===== src/hw/rtl/gfla_pkg.sv =====
package gfla_pkg;

  // table geometry
  localparam int NUM_LOCKS   = 16;
  localparam int QUEUE_DEPTH = 16;
  localparam int LW     = (NUM_LOCKS > 1) ? $clog2(NUM_LOCKS) : 1;
  localparam int QW     = (QUEUE_DEPTH > 1) ? $clog2(QUEUE_DEPTH) : 1;
  localparam int CNT_W  = $clog2(QUEUE_DEPTH + 1);
  localparam int QMEM_DEPTH = NUM_LOCKS * (2 ** QW);

  localparam logic [6:0] FAVOR_MAX = 7'd100;

  // request kinds
  localparam logic [1:0] REQ_CREATE  = 2'd0;
  localparam logic [1:0] REQ_ACQUIRE = 2'd1;
  localparam logic [1:0] REQ_RELEASE = 2'd2;
  localparam logic [1:0] REQ_DESTROY = 2'd3;

  // one queued waiter
  typedef struct packed {
    logic [5:0] proc;
    logic [7:0] grp;
  } waiter_t;

  typedef enum logic [2:0] {
    ST_IDLE  = 3'b001,
    ST_SCAN  = 3'b010,
    ST_SHIFT = 3'b100
  } state_t;

endpackage


===== src/hw/rtl/group_favoring_lock_arbiter.sv =====
// Lock table with per-lock FIFO wait queues held in one synchronous memory
// (one read, one write port, registered read data). Create, acquire,
// destroy and a release with an empty queue or in error finish in idle:
// busy stays low and the result strobe follows the accepting edge. A
// release with n waiters scans the queue one entry a cycle until the first
// same-group waiter, then compacts the entries behind the chosen one one a
// cycle. The receiver cannot stall: out_valid is high for exactly one cycle
// per accepted beat.
module group_favoring_lock_arbiter import gfla_pkg::*; (
  input  logic       clk,
  input  logic       rst_n,
  input  logic       start,
  output logic       busy,
  input  logic [1:0] in_req_type,
  input  logic [3:0] in_lock_id,
  input  logic [6:0] in_favor_percent,
  input  logic [5:0] in_requester_proc,
  input  logic [7:0] in_requester_group,
  input  logic [6:0] in_random_percent,
  output logic       out_valid,
  output logic       out_status,
  output logic [3:0] out_created_id,
  output logic       out_granted_now,
  output logic       out_queued,
  output logic       out_handoff_valid,
  output logic [5:0] out_handoff_proc,
  output logic       out_handoff_friend
);

  // slot table
  logic [NUM_LOCKS-1:0] active_r, locked_r;
  logic [7:0]       hgrp_r  [NUM_LOCKS];
  logic [6:0]       favor_r [NUM_LOCKS];
  logic [CNT_W-1:0] cnt_r   [NUM_LOCKS];

  // wait queue memory
  waiter_t              wq_mem [QMEM_DEPTH];
  waiter_t              wq_q_r;
  logic [LW+QW-1:0]     wq_raddr, wq_waddr;
  logic                 wq_we;
  waiter_t              wq_wdata;

  state_t state_r;

  // release context
  logic [LW-1:0]    slot_r;
  logic [6:0]       rnd_r;
  logic [CNT_W-1:0] n_r, rd_idx_r;
  logic             chk_vld_r, wr_pend_r;
  logic [QW-1:0]    chk_idx_r, wr_idx_r;
  waiter_t          head_r, chosen_r;
  logic             friend_r;

  // result registers
  logic       out_valid_r, out_status_r, out_granted_r, out_queued_r;
  logic       out_hv_r, out_friend_r;
  logic [3:0] out_cid_r;
  logic [5:0] out_hproc_r;

  logic          accept, id_bad, free_found, hit, last_chk, favor_win;
  logic          scan_issue, sh_issue, scan_done, sh_done;
  logic [LW-1:0] sid, free_idx;
  waiter_t       head_now;

  assign accept = start && (state_r == ST_IDLE);
  assign busy   = (state_r != ST_IDLE);
  assign sid    = LW'(in_lock_id);
  assign id_bad = (int'(in_lock_id) >= NUM_LOCKS) || !active_r[sid];

  // lowest inactive slot
  always_comb begin
    free_found = 1'b0;
    free_idx   = '0;
    for (int i = NUM_LOCKS - 1; i >= 0; i--) begin
      if (!active_r[i]) begin
        free_found = 1'b1;
        free_idx   = LW'(i);
      end
    end
  end

  // scan and compaction control
  always_comb begin
    hit        = chk_vld_r && (wq_q_r.grp == hgrp_r[slot_r]);
    last_chk   = chk_vld_r && (chk_idx_r == QW'(n_r - CNT_W'(1)));
    scan_issue = (state_r == ST_SCAN) && !hit && (rd_idx_r < n_r);
    scan_done  = (state_r == ST_SCAN) && (hit || last_chk);
    favor_win  = hit && (rnd_r < favor_r[slot_r]);
    head_now   = (chk_idx_r == '0) ? wq_q_r : head_r;
    sh_issue   = (state_r == ST_SHIFT) && (rd_idx_r < n_r);
    sh_done    = (state_r == ST_SHIFT) && !sh_issue && !wr_pend_r;
    wq_raddr   = {slot_r, QW'(rd_idx_r)};
    wq_we      = 1'b0;
    wq_waddr   = {slot_r, wr_idx_r};
    wq_wdata   = wq_q_r;
    if (state_r == ST_SHIFT) begin
      wq_we = wr_pend_r;
    end else if (accept && in_req_type == REQ_ACQUIRE && !id_bad && locked_r[sid] &&
                 int'(cnt_r[sid]) < QUEUE_DEPTH) begin
      wq_we    = 1'b1;
      wq_waddr = {sid, QW'(cnt_r[sid])};
      wq_wdata = '{proc: in_requester_proc, grp: in_requester_group};
    end
  end

  always_ff @(posedge clk) begin
    if (wq_we) wq_mem[wq_waddr] <= wq_wdata;
    wq_q_r <= wq_mem[wq_raddr];
  end

  // main sequencer
  always_ff @(posedge clk) begin
    if (!rst_n) begin
      state_r     <= ST_IDLE;
      out_valid_r <= 1'b0;
      active_r    <= '0;
      locked_r    <= '0;
      chk_vld_r   <= 1'b0;
      wr_pend_r   <= 1'b0;
      for (int i = 0; i < NUM_LOCKS; i++) cnt_r[i] <= '0;
    end else begin
      out_valid_r <= 1'b0;
      case (state_r)
        ST_IDLE: begin
          if (accept) begin
            out_status_r  <= 1'b0;
            out_cid_r     <= '0;
            out_granted_r <= 1'b0;
            out_queued_r  <= 1'b0;
            out_hv_r      <= 1'b0;
            out_hproc_r   <= '0;
            out_friend_r  <= 1'b0;
            out_valid_r   <= 1'b1;
            slot_r        <= sid;
            rnd_r         <= in_random_percent;
            n_r           <= cnt_r[sid];
            rd_idx_r      <= '0;
            chk_vld_r     <= 1'b0;
            if (in_req_type == REQ_CREATE) begin
              if (in_favor_percent > FAVOR_MAX || !free_found) begin
                out_status_r <= 1'b1;
              end else begin
                active_r[free_idx] <= 1'b1;
                locked_r[free_idx] <= 1'b0;
                hgrp_r[free_idx]   <= '0;
                favor_r[free_idx]  <= in_favor_percent;
                cnt_r[free_idx]    <= '0;
                out_cid_r          <= 4'(free_idx);
              end
            end else if (id_bad) begin
              out_status_r <= 1'b1;
            end else begin
              case (in_req_type)
                REQ_ACQUIRE: begin
                  if (!locked_r[sid]) begin
                    locked_r[sid] <= 1'b1;
                    hgrp_r[sid]   <= in_requester_group;
                    out_granted_r <= 1'b1;
                  end else if (int'(cnt_r[sid]) >= QUEUE_DEPTH) begin
                    out_status_r <= 1'b1;
                  end else begin
                    cnt_r[sid]   <= cnt_r[sid] + CNT_W'(1);
                    out_queued_r <= 1'b1;
                  end
                end
                REQ_RELEASE: begin
                  if (!locked_r[sid]) begin
                    out_status_r <= 1'b1;
                  end else if (cnt_r[sid] == '0) begin
                    locked_r[sid] <= 1'b0;
                    hgrp_r[sid]   <= '0;
                  end else begin
                    out_valid_r <= 1'b0;
                    state_r     <= ST_SCAN;
                  end
                end
                default: begin
                  active_r[sid] <= 1'b0;
                  locked_r[sid] <= 1'b0;
                  hgrp_r[sid]   <= '0;
                  cnt_r[sid]    <= '0;
                end
              endcase
            end
          end
        end
        ST_SCAN: begin
          // one read issued per cycle, its data checked the next
          chk_vld_r <= scan_issue;
          chk_idx_r <= QW'(rd_idx_r);
          if (scan_issue) rd_idx_r <= rd_idx_r + CNT_W'(1);
          if (chk_vld_r && chk_idx_r == '0) head_r <= wq_q_r;
          if (scan_done) begin
            chk_vld_r <= 1'b0;
            friend_r  <= favor_win;
            chosen_r  <= favor_win ? wq_q_r : head_now;
            rd_idx_r  <= (favor_win ? CNT_W'(chk_idx_r) : '0) + CNT_W'(1);
            wr_pend_r <= 1'b0;
            state_r   <= ST_SHIFT;
          end
        end
        ST_SHIFT: begin
          // move entry j down to j-1 behind the chosen waiter
          wr_pend_r <= sh_issue;
          wr_idx_r  <= QW'(rd_idx_r - CNT_W'(1));
          if (sh_issue) rd_idx_r <= rd_idx_r + CNT_W'(1);
          if (sh_done) begin
            cnt_r[slot_r]  <= n_r - CNT_W'(1);
            hgrp_r[slot_r] <= chosen_r.grp;
            out_hv_r       <= 1'b1;
            out_hproc_r    <= chosen_r.proc;
            out_friend_r   <= friend_r;
            out_valid_r    <= 1'b1;
            state_r        <= ST_IDLE;
          end
        end
        default: state_r <= ST_IDLE;
      endcase
    end
  end

  assign out_valid          = out_valid_r;
  assign out_status         = out_status_r;
  assign out_created_id     = out_cid_r;
  assign out_granted_now    = out_granted_r;
  assign out_queued         = out_queued_r;
  assign out_handoff_valid  = out_hv_r;
  assign out_handoff_proc   = out_hproc_r;
  assign out_handoff_friend = out_friend_r;

endmodule


===== config.mk =====
export PLATFORM = sky130hd
export DESIGN_NAME = group_favoring_lock_arbiter
export DESIGN_NICKNAME = d
export VERILOG_FILES = /design/src/hw/rtl/gfla_pkg.sv /design/src/hw/rtl/group_favoring_lock_arbiter.sv
export SDC_FILE = /design/constraint.sdc
export NUM_CORES = 2
export LEC_CHECK = 0
export BUFFER_PORTS_ARGS = -buffer_cell sky130_fd_sc_hd__buf_4
export CAP_MARGIN = 0
export CELL_PAD_IN_SITES_DETAIL_PLACEMENT = 2
export CELL_PAD_IN_SITES_GLOBAL_PLACEMENT = 2
export CORE_ASPECT_RATIO = 2
export CORE_MARGIN = 1.5
export CORE_UTILIZATION = 54
export DETAILED_ROUTE_END_ITERATION = 16
export PLACE_DENSITY = 0.9
export SETUP_SLACK_MARGIN = 0.3
export SLEW_MARGIN = 20
export SYNTH_ARGS = -nofsm -noshare
export SYNTH_HDL_FRONTEND = slang
export SYNTH_SLANG_ARGS = --single-unit

===== constraint.sdc =====
create_clock -name clk -period 17.8 [get_ports clk]
set_input_delay 1.78 -clock clk [delete_from_list [all_inputs] [get_ports clk]]
set_output_delay 1.78 -clock clk [all_outputs]
set_load 0.02 [all_outputs]

==> flow_summary_export.csv, run 1 <==
group,metric,value,unit
run_status,status,"aborted with a tool error",
run_status,stop_stage,"detailed placement",
run_status,error_line,"[ERROR DPL-0033] detailed placement checks failed during check placement.",
synthesis,synth_ff_type,"edfxtp_1",
synthesis,async_reset_ff_share,0,%
floorplan,io-pin-count,54,
synthesis,synth_edf_count,3977,
synthesis,ys_seq_area_share,76.2,%
synthesis,yosysWarningCount,0,
synthesis,synth_top_area_share,75.5,%
floorplan,start_util,54.3,%
placement,port_buffers,53,
synthesis,avgSynthCellArea,20.0,um^2
synthesis,yosysUniqueCellTypes,79,
floorplan,rows,280,
synthesis,synth_nets,7962,
placement,gp_congestion,0.942,
placement,hpwl,506000,um
floorplan,die_y,768,um
synthesis,synth_area_leader_cell,"edfxtp_1",
floorplan,die_w,386,um
synthesis,ys_top_cells_by_area,"edfxtp_1 (75%), mux4_2 (12%), mux2i_1 (3.4%)",
synthesis,synthesis.area,0.158,mm^2
synthesis,ys_ff_latch,4033,
synthesis,syn_inst,7905,
## cell usage after synthesis (all sizes together) (43+ instances only)
library cell	instances
mux2i	538
nand2	169
mux4	824
nand3	85
dfxtp	56
inv	43
buf	232
edfxtp	3977
o221ai	214
nor3	69
o22ai	169
clkbuf	259
a21oi	195
o21ai	170
nor2	469
mux2	51
## metrics by stage
stage / instance area, um^2 / hold WS (ns) / setup slack (ns)
after floorplan: 158000 / 0.421 / 11.04
after global placement: 165000 / 0.469 / 10.05
## kinds of logic after synthesis
group,after synthesis,share of synthesized area (%)
DFF,4033,76.2
AOI/OAI and AO/OA,948,4.06
adders and majority gates,20,0.158
buffers and inverters,535,1.38
muxes,1413,15.5
xor gates and xnor gates,21,0.116
and+or+nand+nor,935,2.59
==> inputs of run 2 (changes only) <==
Settings changed: CELL_PAD_IN_SITES_DETAIL_PLACEMENT 2 to not set, CELL_PAD_IN_SITES_GLOBAL_PLACEMENT 2 to not set, CORE_ASPECT_RATIO 2 to not set, CORE_UTILIZATION 54 to 40, PLACE_DENSITY 0.9 to not set, PLACE_DENSITY_LB_ADDON set to 0.15, SETUP_SLACK_MARGIN 0.3 to not set.
==> run 2 against run 1 <==
Compared with the run above:
- the run now ends clean
- area after synthesis did not move
- synthesized cell count unchanged
==> flow_summary_export.csv, run 2 <==
group,metric,value,unit
clock_tree,cts_root_buffer,"clkbuf_16",
setup_path,critPathMaxStageDelay,1.08,ns
floorplan,die_y,632,um
finish,fin_cells,13871,
clock_tree,htree_levels,5,
setup_path,cpMostUsedCell,"buf_4",
synthesis,ys_ff_latch,4033,
finish,nets,8342,
floorplan,io-pin-count,54,
routing,wl_per_cell,34.7,um
sta,min_period_over_period,41.5,%
power,vdd_drop_max,85.7,uV
synthesis,ys_top_cells_by_area,"edfxtp_1 (75%), mux4_2 (12%), mux2i_1 (3.4%)",
sta,slew_headroom,15.5,%
synthesis,ys_seq_area_share,76.2,%
clock_tree,clk_path_buf_depth,4,
finish,final_common_cell,"edfxtp_1",
sta,fin_crit,7.39,ns
floorplan,core,0.393,mm^2
power,p_per_area,113,mW/mm^2
clock_tree,clk_latency,0.99,ns
floorplan,rows,230,
finish,finish.instance_area,0.181,mm^2
placement,place_area,0.167,mm^2
power,pwr-share-clk,42.7,%
setup_path,path_delay_family,"simple AND/OR/NAND/NOR gates",
placement,hpwl,292000,um
synthesis,async_reset_ff_share,0,%
sta,rsz0062_at_grt,"no",
sta,final_hold_viol_count,0,
synthesis,synth_ff_type,"edfxtp_1",
synthesis,synth_common_cells,"edfxtp_1 (3977), mux4_2 (824), mux2i_1 (537)",
floorplan,die_w,632,um
power,p_int,15.9,mW
grt,grt_pass1_vias,81386,
grt,grt.total_usage,23.8,%
placement,post-place-ws,9.22,ns
power,power.switching,4.57,mW
clock_tree,cts_resized,0,
synthesis,synth_top_area_share,75.5,%
grt,antenna_found_initial,27,
placement,port_buffers,53,
run_status,status,"finished, final reports clean",
setup_path,cp.arrival,7.98,ns
finish,utilization,46.0,%
setup_path,r2r-start,"rd_idx_r[1]$_DFFE_PP_",
routing,vias,82510,
routing,routed_wl,481000,um
finish,synthToLayoutAreaGrowth,14.3,%
setup_path,r2r_cells,13,
sta,setup_viol_count_final,0,
flow_run,cap_violations,0,
power,power_frac_seq,52.1,%
finish,largest_reg_flops,3584,
sta,worst_pin_slew,1.24,ns
clock_tree,ctsHoldBuffers,0,
setup_path,path_class,"in2reg",
power,p_comb_share,5.2,%
power,switching_share,22.3,%
floorplan,start_util,40.2,%
clock_tree,numCtsBuffers,422,
sta,clock.fmax,0.135,GHz
routing,drc,0,
power,leakage,57.1,nW
finish,drive_above_1_share,23.7,%
setup_path,path_cells,"buf_4 -> mux4_2 -> mux2_2 -> mux2i_4 -> inv_2 -> or4_4 -> o31ai_2 -> nand3_2 -> buf_4 -> nor3_4",
finish,final_cell_mix,"edfxtp_1 (3977), mux4_2 (824), mux2i_1 (537), nor2_1 (446), buf_4 (431)",
clock_tree,path_clk_slew,0.06,ns
sta,slew_violations,0,
synthesis,synthesis.area,0.158,mm^2
routing,first_pass_iters,6,
finish,reg_top3,"wq_mem (3584), hgrp_r (128), favor_r (112)",
finish,nFillCells,33086,
setup_path,cp_max_fo,51,
setup_path,r2r_slack,10.71,ns
synthesis,syn_inst,7905,
synthesis,yosysUniqueCellTypes,79,
synthesis,synth_nets,7962,
finish,regMostFlops,"wq_mem",
grt,grt_pass1_wl,667000,um
setup_path,cp_num_buf_inv,3,
placement,gp_congestion,0.865,
sta,final.setup_skew,0.0611,ns
clock_tree,numClockSinks,4033,
clock_tree,cts_tree,"yes",
grt,grt_max_degree,161,
setup_path,start_kind,"input pin",
synthesis,synth_edf_count,3977,
clock_tree,post_cts_buffers,0,
synthesis,yosysWarningCount,0,
routing,drt.antenna.violating_nets,0,
setup_path,crit_slowest_cell,"nand3_2",
setup_path,r2r_end,"wq_q_r[5]$_DFF_P_",
floorplan,die-area,0.399,mm^2
synthesis,avgSynthCellArea,20.0,um^2
setup_path,worst_ep_required_time,18.39,ns
min_path,worst_hold_path.num_cells,2,
setup_path,critPathCaptureType,"flop",
routing,viasPerCell,5.95,
grt,overflow,0,
sta,worst_slack,10.41,ns
sta,final.setup.tns,0,ns
routing,drtIter0Drc,10328,
synthesis,synth_area_leader_cell,"edfxtp_1",
min_path,worstHoldPathType,"reg2reg",
synthesis,synth.most_common_cell,"edfxtp_1",
placement,dp.cells,13076,
## run 2: cell counts after synthesis
Identical to the previous run, type by type.
## run 2: power by group through the flow
stage | registers, mW | logic (mW) | clock network [mW]
3_3_place_gp | 10.9 | 1.03 | 0
2_1_floorplan | 10.9 | 0.505 | 0
3_5_place_dp | 10.9 | 1.06 | 0
5_1_grt | 10.7 | 1.10 | 9.24
4_1_cts | 10.7 | 1.06 | 8.91
6_report | 10.7 | 1.06 | 8.76
## run 2: cells by family (layout without fill, tap and decap cells)
family                   Yosys count  after routing  share of synthesized area (%)
flip-flops                      4033           4033                           76.2
multiplexers                    1413           1413                           15.5
AO/OA/AOI/OAI                    948            948                           4.06
AND/OR/NAND/NOR                  935            935                           2.59
buffers and inverters            535           1271                           1.38
XOR/XNOR                          21             21                          0.116
adder cells (fa/ha/maj)           20             20                          0.158
other                              0             10                              0
## run 2: worst max path at each step
stage / start / end / slack, ns / cells after the start
after global placement: in_lock_id[0] / wq_mem[26][9]$_DFFE_PP_ / 9.54 / 10
after global routing: in_lock_id[0] / wq_mem[26][6]$_DFFE_PP_ / 10.27 / 10
after detailed placement: in_lock_id[0] / wq_mem[26][7]$_DFFE_PP_ / 9.22 / 10
final: in_lock_id[0] / wq_mem[26][6]$_DFFE_PP_ / 10.41 / 10
after CTS: in_lock_id[0] / wq_mem[26][3]$_DFFE_PP_ / 10.25 / 10
after floorplan: in_lock_id[0] / wq_mem[0][4]$_DFFE_PP_ / 11.04 / 11
## run 2: metrics by stage
stage,hold slack (ns),power (mW)
floorplan,0.421,11.4
global placement,0.463,11.9
detailed placement,0.467,11.9
CTS,0.476,20.7
global route,0.499,21.0
finish,0.483,20.5
## run 2: metal layers
layer,global-route usage (%),vias up,routed length (um)
met1,33.7,44530,202000
met2,38.3,3539,229000
li1,-,33718,-
met3,3.33,713,33800
met4,7.44,10,16800
met5,0,-,61
## run 2: final cells by class
class	instances	area [um^2]	area share (%)
sequential	4033	121000	66.7
multi-input combinational	3337	36300	20.1
clock buffer	544	11300	6.24
tap	5220	6530	3.61
timing repair buffer	447	3590	1.98
clock inverter	236	2400	1.33
inverter	44	181	0.100
antenna	10	25.0	0.0138
## run 2: tightest hold or removal path, stage by stage (launching register included)
cell	delay, ns
dfxtp_1	0.31
nand2_1	0.06
o22ai_1	0.06
Power figures use the tool's default switching activity.
